===== src/design/iptm_pkg.sv =====
// shared types, codes and constants for the idle power tier manager
`timescale 1ns / 1ps

package iptm_pkg;

   localparam int TIME_WIDTH_DEF = 48;

   // timeout in microseconds: 16-bit seconds times one million
   localparam int SEC_WIDTH = 16;
   localparam int US_PER_S_WIDTH = 20;
   localparam int DUR_WIDTH = SEC_WIDTH + US_PER_S_WIDTH;
   localparam logic [US_PER_S_WIDTH-1:0] US_PER_S = US_PER_S_WIDTH'(1000000);
   localparam logic [DUR_WIDTH-1:0] DOZE_RESET_US = DUR_WIDTH'(60 * 1000 * 1000);
   localparam logic [DUR_WIDTH-1:0] DEEP_RESET_US = '0;

   localparam int COUNT_WIDTH = 32;
   localparam int REFRESH_WIDTH = 9;
   localparam logic [REFRESH_WIDTH-1:0] LIVE_REFRESH_S = REFRESH_WIDTH'(60);
   localparam logic [REFRESH_WIDTH-1:0] DOZE_REFRESH_S = REFRESH_WIDTH'(300);

   localparam int CSR_INDEX_WIDTH = 2;
   localparam int CSR_DATA_WIDTH = 16;

   typedef enum logic [CSR_INDEX_WIDTH-1:0] {
      REG_DOZE_TIMEOUT = 2'd0,
      REG_DEEP_TIMEOUT = 2'd1,
      REG_WIFI_POLICY  = 2'd2
   } reg_index_type;

   typedef enum logic [1:0] {
      POLICY_NONE      = 2'd0,
      POLICY_POWERSAVE = 2'd1,
      POLICY_DROP      = 2'd2
   } wifi_policy_type;

   typedef enum logic [2:0] {
      CMD_NONE       = 3'd0,
      CMD_RADIO_OFF  = 3'd1,
      CMD_RADIO_ON   = 3'd2,
      CMD_MODEM_DEEP = 3'd3,
      CMD_MODEM_MIN  = 3'd4
   } wifi_cmd_type;

   localparam logic MODE_UPDATE = 1'b0;
   localparam logic MODE_ACTIVITY = 1'b1;

   typedef struct packed {
      logic [DUR_WIDTH-1:0] doze_us;
      logic [DUR_WIDTH-1:0] deep_us;
      logic [1:0]           policy;
   } cfg_type;

endpackage


===== src/design/iptm_csr.sv =====
// configuration registers, timeouts held pre-scaled to microseconds
`timescale 1ns / 1ps

module iptm_csr
   import iptm_pkg::*;
(
   input  logic                       clock,
   input  logic                       reset,
   input  logic                       csr_we,
   input  logic [CSR_INDEX_WIDTH-1:0] csr_index,
   input  logic [CSR_DATA_WIDTH-1:0]  csr_wdata,
   output cfg_type                    cfg
);

   logic [DUR_WIDTH-1:0] doze_us_ff, doze_us_in;
   logic [DUR_WIDTH-1:0] deep_us_ff, deep_us_in;
   logic [1:0]           policy_ff, policy_in;
   logic [DUR_WIDTH-1:0] scaled_us;

   assign scaled_us = DUR_WIDTH'(csr_wdata) * DUR_WIDTH'(US_PER_S);

   always_comb begin
      doze_us_in = doze_us_ff;
      deep_us_in = deep_us_ff;
      policy_in  = policy_ff;
      if (csr_we) begin
         unique case (csr_index)
            REG_DOZE_TIMEOUT: doze_us_in = scaled_us;
            REG_DEEP_TIMEOUT: deep_us_in = scaled_us;
            REG_WIFI_POLICY:  policy_in  = csr_wdata[1:0];
            default: ;
         endcase
      end
   end

   always_ff @(posedge clock) begin
      if (reset) begin
         doze_us_ff <= DOZE_RESET_US;
         deep_us_ff <= DEEP_RESET_US;
         policy_ff  <= POLICY_NONE;
      end else begin
         doze_us_ff <= doze_us_in;
         deep_us_ff <= deep_us_in;
         policy_ff  <= policy_in;
      end
   end

   assign cfg.doze_us = doze_us_ff;
   assign cfg.deep_us = deep_us_ff;
   assign cfg.policy  = policy_ff;

endmodule


===== src/design/iptm_core.sv =====
// tier state, accumulators and single-pass transition logic
`timescale 1ns / 1ps

module iptm_core
   import iptm_pkg::*;
#(
   parameter int TIME_WIDTH = TIME_WIDTH_DEF,
   parameter int RSP_DATA_W = 192
)
(
   input  logic                  clock,
   input  logic                  reset,
   input  cfg_type               cfg,
   input  logic                  step,
   input  logic                  mode,
   input  logic [TIME_WIDTH-1:0] now,
   input  logic                  inhibited,
   input  logic                  net_up,
   output logic [RSP_DATA_W-1:0] rsp_data
);

   localparam int CMP_W = (TIME_WIDTH > DUR_WIDTH) ? TIME_WIDTH : DUR_WIDTH;

   logic                   tier_ff, tier_in;
   logic                   started_ff, started_in;
   logic [TIME_WIDTH-1:0]  last_act_ff, last_act_in;
   logic [TIME_WIDTH-1:0]  last_upd_ff, last_upd_in;
   logic [TIME_WIDTH-1:0]  entry_ff, entry_in;
   logic [TIME_WIDTH-1:0]  live_acc_ff, live_acc_in;
   logic [TIME_WIDTH-1:0]  doze_acc_ff, doze_acc_in;
   logic [COUNT_WIDTH-1:0] doze_cnt_ff, doze_cnt_in;
   logic                   link_ff, link_in;
   logic                   deep_ff, deep_in;
   logic                   dropped_ff, dropped_in;

   logic                   is_update, first_update;
   logic                   tier_base;
   logic [TIME_WIDTH-1:0]  last_upd_eff, last_act_eff, entry_eff;
   logic [TIME_WIDTH-1:0]  dt, idle, tier_age, deep_age;
   logic [TIME_WIDTH:0]    acc_sum;
   logic                   add_ok, want, change, link_cur, set_deep;
   logic [TIME_WIDTH-1:0]  prev;
   logic [2:0]             cmd;

   assign is_update    = (mode == MODE_UPDATE);
   assign first_update = is_update && !started_ff;
   assign tier_base    = first_update ? 1'b0 : tier_ff;
   assign last_upd_eff = first_update ? now : last_upd_ff;
   assign last_act_eff = (is_update && (!started_ff || inhibited)) ? now : last_act_ff;
   assign entry_eff    = first_update ? now : entry_ff;

   // elapsed time since previous update, added to the tier held before this update
   assign dt      = now - last_upd_eff;
   assign add_ok  = is_update && (now > last_upd_eff);
   assign acc_sum = {1'b0, (tier_base ? doze_acc_ff : live_acc_ff)} + {1'b0, dt};

   assign idle = now - last_act_eff;
   assign want = is_update && (cfg.doze_us != '0) && !inhibited && (now >= last_act_eff)
                 && (CMP_W'(idle) >= CMP_W'(cfg.doze_us));
   assign change   = (want != tier_base);
   assign link_cur = is_update ? net_up : link_ff;
   assign tier_age = now - entry_eff;
   assign prev     = (change && (now >= entry_eff)) ? tier_age : '0;

   always_comb begin
      cmd        = CMD_NONE;
      dropped_in = dropped_ff;
      if (change) begin
         case (cfg.policy)
            POLICY_DROP: begin
               if (want && link_cur) begin
                  cmd        = CMD_RADIO_OFF;
                  dropped_in = 1'b1;
               end else if (!want && dropped_ff) begin
                  cmd        = CMD_RADIO_ON;
                  dropped_in = 1'b0;
               end
            end
            POLICY_POWERSAVE: begin
               if (link_cur) begin
                  cmd = want ? CMD_MODEM_DEEP : CMD_MODEM_MIN;
               end
            end
            default: ;
         endcase
      end
   end

   always_comb begin
      tier_in     = change ? want : tier_base;
      entry_in    = change ? now : entry_eff;
      started_in  = started_ff | is_update;
      link_in     = link_cur;
      last_act_in = is_update ? last_act_eff : now;
      last_upd_in = is_update ? now : last_upd_ff;
      live_acc_in = live_acc_ff;
      doze_acc_in = doze_acc_ff;
      if (add_ok) begin
         if (tier_base) begin
            doze_acc_in = acc_sum[TIME_WIDTH] ? '1 : acc_sum[TIME_WIDTH-1:0];
         end else begin
            live_acc_in = acc_sum[TIME_WIDTH] ? '1 : acc_sum[TIME_WIDTH-1:0];
         end
      end
      doze_cnt_in = doze_cnt_ff;
      if (change && want && (doze_cnt_ff != '1)) begin
         doze_cnt_in = doze_cnt_ff + COUNT_WIDTH'(1);
      end
   end

   assign deep_age = now - entry_in;
   assign set_deep = is_update && tier_in && (cfg.deep_us != '0) && (now >= entry_in)
                     && (CMP_W'(deep_age) >= CMP_W'(cfg.deep_us));
   assign deep_in  = set_deep | (deep_ff & !(change & !want));

   assign rsp_data = RSP_DATA_W'({(tier_in ? DOZE_REFRESH_S : LIVE_REFRESH_S), doze_cnt_in,
                                  doze_acc_in, live_acc_in, deep_in, tier_in, cmd, prev,
                                  change, tier_in});

   always_ff @(posedge clock) begin
      if (reset) begin
         tier_ff     <= 1'b0;
         started_ff  <= 1'b0;
         last_act_ff <= '0;
         last_upd_ff <= '0;
         entry_ff    <= '0;
         live_acc_ff <= '0;
         doze_acc_ff <= '0;
         doze_cnt_ff <= '0;
         link_ff     <= 1'b0;
         deep_ff     <= 1'b0;
         dropped_ff  <= 1'b0;
      end else if (step) begin
         tier_ff     <= tier_in;
         started_ff  <= started_in;
         last_act_ff <= last_act_in;
         last_upd_ff <= last_upd_in;
         entry_ff    <= entry_in;
         live_acc_ff <= live_acc_in;
         doze_acc_ff <= doze_acc_in;
         doze_cnt_ff <= doze_cnt_in;
         link_ff     <= link_in;
         deep_ff     <= deep_in;
         dropped_ff  <= dropped_in;
      end
   end

   a_deep_only_in_doze: assert property (@(posedge clock) disable iff (reset)
      deep_ff |-> tier_ff)
      else $error("deep sleep request held while live");

   a_live_until_started: assert property (@(posedge clock) disable iff (reset)
      !started_ff |-> !tier_ff)
      else $error("doze before first update");

   a_state_holds_idle: assert property (@(posedge clock) disable iff (reset)
      !step |=> $stable(tier_ff) && $stable(doze_cnt_ff) && $stable(live_acc_ff))
      else $error("state moved without a request");

   a_count_monotonic: assert property (@(posedge clock) disable iff (reset)
      step |=> doze_cnt_ff >= $past(doze_cnt_ff))
      else $error("doze entry count went down");

endmodule


===== src/design/idle_power_tier_manager_unit.sv =====
// Two-tier idle power manager: one request in, one result out.
// A request is held in the input register, then its result in the result register
// after the tier logic. Throughput: one request per cycle while rsp_tready is high;
// the input register refills while a result waits.
// Reset: synchronous, active high; clears tier state, counters and config to defaults.
`timescale 1ns / 1ps

module idle_power_tier_manager_unit
   import iptm_pkg::*;
#(
   parameter int TIME_WIDTH = TIME_WIDTH_DEF,
   localparam int REQ_DATA_W = ((TIME_WIDTH + 2 + 7) / 8) * 8,
   localparam int RSP_DATA_W = ((3 * TIME_WIDTH + 48 + 7) / 8) * 8
)
(
   input  logic                       clock,
   input  logic                       reset,
   input  logic                       req_tvalid,
   output logic                       req_tready,
   // now_us, inhibited, net_up
   input  logic [REQ_DATA_W-1:0]      req_tdata,
   // mode
   input  logic                       req_tuser,
   output logic                       rsp_tvalid,
   input  logic                       rsp_tready,
   // tier, tier_changed, prev_tier_us, wifi_command, touch_low_power,
   // deep_sleep_request, live_time_us, doze_time_us, doze_entries, refresh_period_s
   output logic [RSP_DATA_W-1:0]      rsp_tdata,
   input  logic                       csr_we,
   input  logic [CSR_INDEX_WIDTH-1:0] csr_index,
   input  logic [CSR_DATA_WIDTH-1:0]  csr_wdata
);

   cfg_type               cfg;
   logic                  in_valid_ff, in_valid_in;
   logic [REQ_DATA_W-1:0] in_data_ff;
   logic                  in_mode_ff;
   logic                  rsp_valid_ff, rsp_valid_in;
   logic [RSP_DATA_W-1:0] rsp_data_ff;
   logic [RSP_DATA_W-1:0] core_data;
   logic                  advance, take;

   assign advance    = in_valid_ff && (!rsp_valid_ff || rsp_tready);
   assign req_tready = !in_valid_ff || advance;
   assign take       = req_tvalid && req_tready;

   assign in_valid_in  = take | (in_valid_ff & !advance);
   assign rsp_valid_in = advance | (rsp_valid_ff & !rsp_tready);

   iptm_csr u_csr (
      .clock     (clock),
      .reset     (reset),
      .csr_we    (csr_we),
      .csr_index (csr_index),
      .csr_wdata (csr_wdata),
      .cfg       (cfg)
   );

   iptm_core #(
      .TIME_WIDTH (TIME_WIDTH),
      .RSP_DATA_W (RSP_DATA_W)
   ) u_core (
      .clock      (clock),
      .reset      (reset),
      .cfg        (cfg),
      .step       (advance),
      .mode       (in_mode_ff),
      .now        (in_data_ff[TIME_WIDTH-1:0]),
      .inhibited  (in_data_ff[TIME_WIDTH]),
      .net_up     (in_data_ff[TIME_WIDTH+1]),
      .rsp_data   (core_data)
   );

   always_ff @(posedge clock) begin
      if (reset) begin
         in_valid_ff  <= 1'b0;
         rsp_valid_ff <= 1'b0;
      end else begin
         in_valid_ff  <= in_valid_in;
         rsp_valid_ff <= rsp_valid_in;
      end
   end

   always_ff @(posedge clock) begin
      if (take) begin
         in_data_ff <= req_tdata;
         in_mode_ff <= req_tuser;
      end
      if (advance) begin
         rsp_data_ff <= core_data;
      end
   end

   assign rsp_tvalid = rsp_valid_ff;
   assign rsp_tdata  = rsp_data_ff;

endmodule

===== config.mk =====
export PLATFORM = sky130hd
export DESIGN_NAME = idle_power_tier_manager_unit
export DESIGN_NICKNAME = d
export VERILOG_FILES = /design/src/design/iptm_pkg.sv /design/src/design/iptm_csr.sv /design/src/design/iptm_core.sv /design/src/design/idle_power_tier_manager_unit.sv
export SDC_FILE = /design/constraint.sdc
export NUM_CORES = 2
export LEC_CHECK = 0
export ABC_AREA = 1
export BUFFER_PORTS_ARGS = -buffer_cell sky130_fd_sc_hd__buf_2
export CAP_MARGIN = 30
export CORE_UTILIZATION = 50
export CTS_CLUSTER_DIAMETER = 50
export DETAILED_ROUTE_END_ITERATION = 6
export PLACE_DENSITY = 0.69
export SETUP_SLACK_MARGIN = 0.02
export SLEW_MARGIN = 20
export SYNTH_ARGS = -nofsm -noshare
export SYNTH_HDL_FRONTEND = slang
export SYNTH_SLANG_ARGS = --single-unit
export TNS_END_PERCENT = 30

===== constraint.sdc =====
create_clock -name clock -period 9.7 [get_ports clock]
set_input_delay 0.485 -clock clock [delete_from_list [all_inputs] [get_ports clock]]
set_output_delay 0.485 -clock clock [all_outputs]
set_load 0.05 [all_outputs]

Word-level counts from Yosys, hierarchy flattened
Index checks and enable logic that the tools add are counted.
- bitwise gates (word level): 9
- reduce and logical (&&, ||, !) cells: 38
- $lt $le $gt $ge: 6
- $add $sub $neg: 6
- mux-type cells: 23
- $mul: 1
- equality and inequality tests: 6
- operator list (cell ; number):
    48-bit two-way mux ; 11
    48-bit subtractor ; 4
    48-bit greater-or-equal comparator ; 3
    48-bit by 36-bit greater-or-equal comparator with 1-bit output ; 2
    36-bit nonzero test ; 2
    48-bit by 48-bit adder with 49-bit output ; 1
    48-bit > comparator ; 1
    32-bit by 1-bit adder with 32-bit output (second input constant) ; 1
    32-bit two-way mux ; 1
    32-bit inequality test (second input constant) ; 1
    16-bit by 14-bit multiplier with 30-bit output (second input constant) ; 1
    1-bit logical AND ; 18
    3-bit two-way mux ; 3
    9-bit two-way mux ; 1
    1-bit zero test ; 8
    2-bit AND reduction ; 4
    3-bit one-hot mux with 2 select lines ; 1
    1-bit two-way mux ; 5
    1-bit bitwise AND ; 4
    2-bit by 1-bit equality test with 1-bit output (second input constant) ; 2
    2-bit equality test (second input constant) ; 2
    1-bit bitwise OR ; 4
    4-bit AND reduction ; 1
    1-bit logical OR ; 3
    5 further kinds ; 5
- bits of input ports: 80
- register bits after elaboration: 584
- output and inout bits: 194
- logic and storage cells: 110

Logic depth before layout (Yosys ltp)
- depth after elaboration: 14
- gate-level depth with buffers: 69
- mapped depth without buffers: 65

By module
A second synthesis with hierarchy kept.
- cells, all modules: 6468
- area total of the unflattened synthesis: 46205.6 µm²
- by module, submodules not included (module ; cells an instance ; sequential area each (µm²) ; instances ; area an instance (µm²)):
    iptm_core ; 5255 ; 5545.3 ; 1 ; 31981.9
    idle_power_tier_manager_unit ; 255 ; 7337.0 ; 1 ; 7388.3
    iptm_csr ; 958 ; 1241.2 ; 1 ; 6835.3

Worst setup path before layout
OpenSTA, ideal clock, no wires.
- path type: reg-to-reg
- start point: register in_mode_ff
- end point: register rsp_data_ff[54] (netlist: rsp_tdata[54]), data pin
- stages on the path, launching flop included: 65
- arrival: 7.574 ns
- library setup time: 0.256 ns
- clock period less this slack: 7.829 ns
- path buffers: 6
- required time: 9.444 ns
- setup slack: 1.871 ns
- cells stage by stage: edfxtp_1 -> buf_6 -> inv_6 -> nand2_4 -> buf_6 -> clkbuf_1 -> clkbuf_1 -> o21a_1 -> inv_1 -> ha_1 -> a21oi_1 -> inv_1 -> nor2_1 -> nand2_2 -> nand2_1 -> nand2_2 -> nand3_1 -> nand2_1 -> [29 not listed] -> nand2_1 -> a21o_1 -> nand2_1 -> inv_1 -> nor2_1 -> o21ai_0 -> xor2_1 -> ha_1 -> a21oi_1 -> o221ai_1 -> a21oi_1 -> nand2_1 -> nand2_1 -> nand3_1 -> nor2_1 -> nand3_1 -> nand4_1 -> nand2_1
- word-level cells in the longest chain between the ends: 13
- elaborated cells between the ends (all ways): 28
- those cells by class: 2 x add/sub; 4 x order compare; 1 x eq/ne; 5 x mux; 4 x bitwise; 12 x reduce/logical
- ends and longest elaborated chain (element ; RTL line ; source):
    start: declaration ; idle_power_tier_manager_unit.sv:37 ; logic in_mode_ff;
    start signal: assignment ; idle_power_tier_manager_unit.sv:87 ; in_mode_ff <= req_tuser;
    1-bit NOT (no source line) * ; - ;
    1-bit logical AND ; iptm_core.sv:49 ; assign last_act_eff = (is_update && (!started_ff || inhibited)) ? now : last_act_ff;
    48-bit two-way mux ; iptm_core.sv:49 ;
    48-bit subtractor / 48-bit greater-or-equal comparator (equally long branches) ; iptm_core.sv:57, iptm_core.sv:58 ;
    48-bit by 36-bit greater-or-equal comparator with 1-bit output / 1-bit logical AND (equally long branches) ; iptm_core.sv:59, iptm_core.sv:58 ;
    1-bit logical AND ; iptm_core.sv:59 ; && (CMP_W'(idle) >= CMP_W'(cfg.doze_us));
    1-bit inequality test ; iptm_core.sv:60 ; assign change = (want != tier_base);
    1-bit two-way mux * ; iptm_core.sv:90 ; tier_in = change ? want : tier_base;
    named net core_data[0] ; idle_power_tier_manager_unit.sv:40 ; logic [RSP_DATA_W-1:0] core_data;
    1-bit logical AND * (3 in series) ; iptm_core.sv:112 ; assign set_deep = is_update && tier_in && (cfg.deep_us != '0) && (now >= entry_in)
    1-bit logical AND * ; iptm_core.sv:113 ; && (CMP_W'(deep_age) >= CMP_W'(cfg.deep_us));
    1-bit bitwise OR * ; iptm_core.sv:114 ; assign deep_in = set_deep | (deep_ff & !(change & !want));
    named net core_data[54] ; idle_power_tier_manager_unit.sv:40 ;
    end signal: assignment ; idle_power_tier_manager_unit.sv:90 ; rsp_data_ff <= core_data;
    end: declaration ; idle_power_tier_manager_unit.sv:39 ; logic [RSP_DATA_W-1:0] rsp_data_ff;
The timed path passes the listed nets; every way through them passes the cells marked *.
A chain may end at the register's enable or synchronous reset.

Final worst setup path
- start point: register in_mode_ff
- end point: register u_core.deep_ff
- word-level cells in the longest chain between the ends: 13
- elaborated cells between the ends (all ways): 28
- those cells by class: 2 x add/sub; 4 x order compare; 1 x eq/ne; 5 x mux; 4 x bitwise; 12 x reduce/logical
- ends and longest elaborated chain (element ; RTL line ; source):
    1-bit NOT (no source line) * ; - ;
    1-bit logical AND ; iptm_core.sv:49 ;
    48-bit two-way mux ; iptm_core.sv:49 ;
    48-bit subtractor / 48-bit greater-or-equal comparator (equally long branches) ; iptm_core.sv:57, iptm_core.sv:58 ;
    48-bit by 36-bit greater-or-equal comparator with 1-bit output / 1-bit logical AND (equally long branches) ; iptm_core.sv:59, iptm_core.sv:58 ;
    1-bit logical AND ; iptm_core.sv:59 ;
    1-bit inequality test ; iptm_core.sv:60 ;
    1-bit two-way mux * ; iptm_core.sv:90 ;
    named net core_data[0] ; idle_power_tier_manager_unit.sv:40 ;
    1-bit logical AND * (3 in series) ; iptm_core.sv:112 ;
    1-bit logical AND * ; iptm_core.sv:113 ;
    1-bit bitwise OR * ; iptm_core.sv:114 ;
    end signal: assignment ; iptm_core.sv:143 ; deep_ff <= deep_in;
    end: declaration ; iptm_core.sv:33 ; logic deep_ff, deep_in;
Marked as above.

==> results.yml <==
outcome:
  outcome: "complete, no violations"
sta:
  finClkSkew_ns: 0.0421
  finalSetupTns_ns: 0
  min_period_ns: 9.21
  finalWorstSetupSlack_ns: 0.491
  max_freq_mhz: 109
  worst_pin_slew_ns: 1.04
  slew_headroom: 0.303
  hold_violations: 0
  finalMaxSlewViolations: 0
  setup_violations: 0
  rsz0062_at_grt: "no"
  post-route-period-util: 0.949
flow_run:
  drv_cap: 0
final_layout:
  drive_gt1_frac: 0.0957
  area_delta_synth_final_pct: 13.1
  design_area_mm2: 0.0505
  post-route-util: 0.571
  layoutNonFillerInstCount: 7717
  finalNetCount: 7031
power:
  leakage_uw: 0.0234
  vdd_drop_max_mv: 0.300
  power.density_mw_per_mm2: 210
global_routing:
  gr-total-overflow: 0
  grt_util_met2: 0.556
  grt.total_usage: 0.339
  grt_pass1_vias: 41200
  grt_busiest_layer: "met2"
  antenna_found_initial: 5
  met3_usage: 0.0536
  grt_pass1_wl_um: 236000
  grt_max_degree: 182
  grtUsageMet1: 0.436
placed_design:
  port_buffers: 260
  hpwl_um: 123000
  dp_cells: 7518
  gp_congestion: 1.03
  dpl_worst_slack_ns: 0.456
  dpl_cell_area_mm2: 0.0474
synth:
  synth_edf_count: 234
  ys_async_sr_fraction: 0
  yosys.area.top_type: "edfxtp_1"
  postSynthCellCount: 6196
  yosysMostFrequentCell: "nand2_1"
  synth.area.top_cells: "edfxtp_1 16%, dfxtp_1 15%, ha_1 11%, nand2_1 9.0%, a21oi_1 8.8%"
  synth_area_mm2: 0.0446
  yosysUniqueCellTypes: 70
  yosys_warnings: 0
  post_synth.cell_area_avg_um2: 7.21
  ys_top_cells_by_count: "1065 x nand2_1, 923 x inv_1, 787 x a21oi_1"
  yosysSeqAreaShare: 0.310
  yosys_register_bits: 575
  post-synth-top-area-fraction: 0.157
  dominantRegCellSynth: "dfxtp_1"
critical_path:
  arrival_ns: 9.76
  crit_required_ns: 10.26
  path_class: "flop to flop"
  path_delay_family: "compound AO/OA/AOI/OAI gates"
  path_buf_inv: 8
  cp.depth: 49
  reg2reg_from: "in_mode_ff$_DFFE_PP_"
  critical_path.max_stage_delay_ns: 0.46
  cp_slowest_cell: "edfxtp_1"
  cp_max_fo: 40
  critPathLaunchType: "flop"
  crit_start: "in_mode_ff$_DFFE_PP_"
  endpoint_kind: "flop"
  r2r_cells: 49
floorplan:
  placement_rows: 109
  pin_count: 274
  die_x_um: 301
  die_area_mm2: 0.0905
  initial_core_util: 0.505
  die_y_um: 301
  coreArea_mm2: 0.0884
clocking:
  clkSlewWorstSetupHoldPaths_ns: 0.06
  cts.sinks: 575
  cts_max_path_buffers: 3
  htreeDepth: 3
  cts_buffers: 77
  clk_latency_ns: 0.67
  cts_tree: "built"
  cts_root_buffer: "clkbuf_16"
drt:
  wirelength_um: 157000
  drc: 0
  viasPerCell: 5.68
  dr.pass1.iters: 6
  vias: 43800
  wl_per_cell_um: 20.3
  drt-initial-drc-count: 3434
  ant_nets: 0
hold_path:
  min_path_type: "input port to flop"
  hp-start: "req_tdata[48]"
  holdPathStages: 1
report_power, final:
group	switching (µW)	leakage, µW	total, µW	internal (µW)
Clock	1200	0.00124	2850	1640
Sequential	97.1	0.00503	2820	2720
Combinational	3300	0.0171	4930	1630
sequential cells by signal (all words and copies together) (netlist names):
name,count
u_csr.doze_us_ff,30
u_core.last_act_ff,48
u_core.doze_acc_ff,48
in_mode_ff,1
u_core.dropped_ff,1
u_core.live_acc_ff,48
u_core.doze_cnt_ff,32
in_valid_ff,1
u_core.started_ff,1
in_data_ff,50
rsp_tvalid,1
u_core.tier_ff,1
u_core.entry_ff,48
u_core.last_upd_ff,48
rsp_tdata,183
u_csr.deep_us_ff,30
u_csr.policy_ff,2
u_core.link_ff,1
u_core.deep_ff,1
layer usage:
metal,routed length [µm],vias to the layer above
li1,-,21400
met1,65800,20400
met2,72300,1602
met3,11000,361
met4,7640,4
met5,28,-
kinds of logic (layout without fill, tap and decap cells):
family,after synthesis,in the layout,synth area share
adder cells (fa/ha/maj),466,466,0.140
flip-flops,575,575,0.310
AO/OA/AOI/OAI,1757,1757,0.217
AND/OR/NAND/NOR,2030,2030,0.189
XOR/XNOR,224,224,0.0439
buffers and inverters,1142,1490,0.0991
other,2,10,0.000168
metrics by stage:
step	total power (µW)	hold slack (ns)
4_1_cts	10600	0.0318
5_1_grt	11300	0.0356
3_3_place_gp	7640	0.441
2_1_floorplan	6290	0.429
6_report	10600	0.0608
3_5_place_dp	7680	0.448
cell type report:
class                      count  area [µm²]
fill                        8517       37900
multi-input combinational   4484       26400
sequential                   575       13900
inverter                     932        3520
timing repair buffer         415        2660
clock buffer                  86        2000
tap                         1165        1460
clock inverter                57         547
antenna                        3        7.51
placed cells by master (no fill, tap or decap), drive strengths merged, types with 24 or more instances in the layout:
| master | n |
|---|---|
| nor2 | 560 |
| xnor2 | 76 |
| dlygate4sd3 | 49 |
| nor4 | 34 |
| edfxtp | 234 |
| o21a | 33 |
| o211ai | 34 |
| dfxtp | 341 |
| inv | 955 |
| or2 | 24 |
| o221a | 41 |
| a21oi | 799 |
| fa | 58 |
| clkbuf | 86 |
| nand4 | 64 |
| a31oi | 53 |
| nand2 | 1076 |
| o21ai | 696 |
| buf | 366 |
| nand3 | 208 |
| xor2 | 148 |
| nor3 | 46 |
| ha | 408 |
path summary, 6_finish.rpt:
| check | slack, ns | to |
|---|---|---|
| worst max-delay path | 0.49 | u_core.deep_ff$_SDFFE_PP0P_ |
| worst min-delay path | 0.06 | in_data_ff[48]$_DFFE_PP_ |
| worst min register to register | 0.45 | u_core.link_ff$_SDFFE_PP0P_ |
| worst max register to register | 0.49 | u_core.deep_ff$_SDFFE_PP0P_ |
timing repair:
action,CTS,global route
setup endpoints to repair,0,2
hold buffers,49,0
resized for setup,0,15
hold endpoints to repair,49,0
setup buffers,0,2
(Power assumes the default switching activity.)
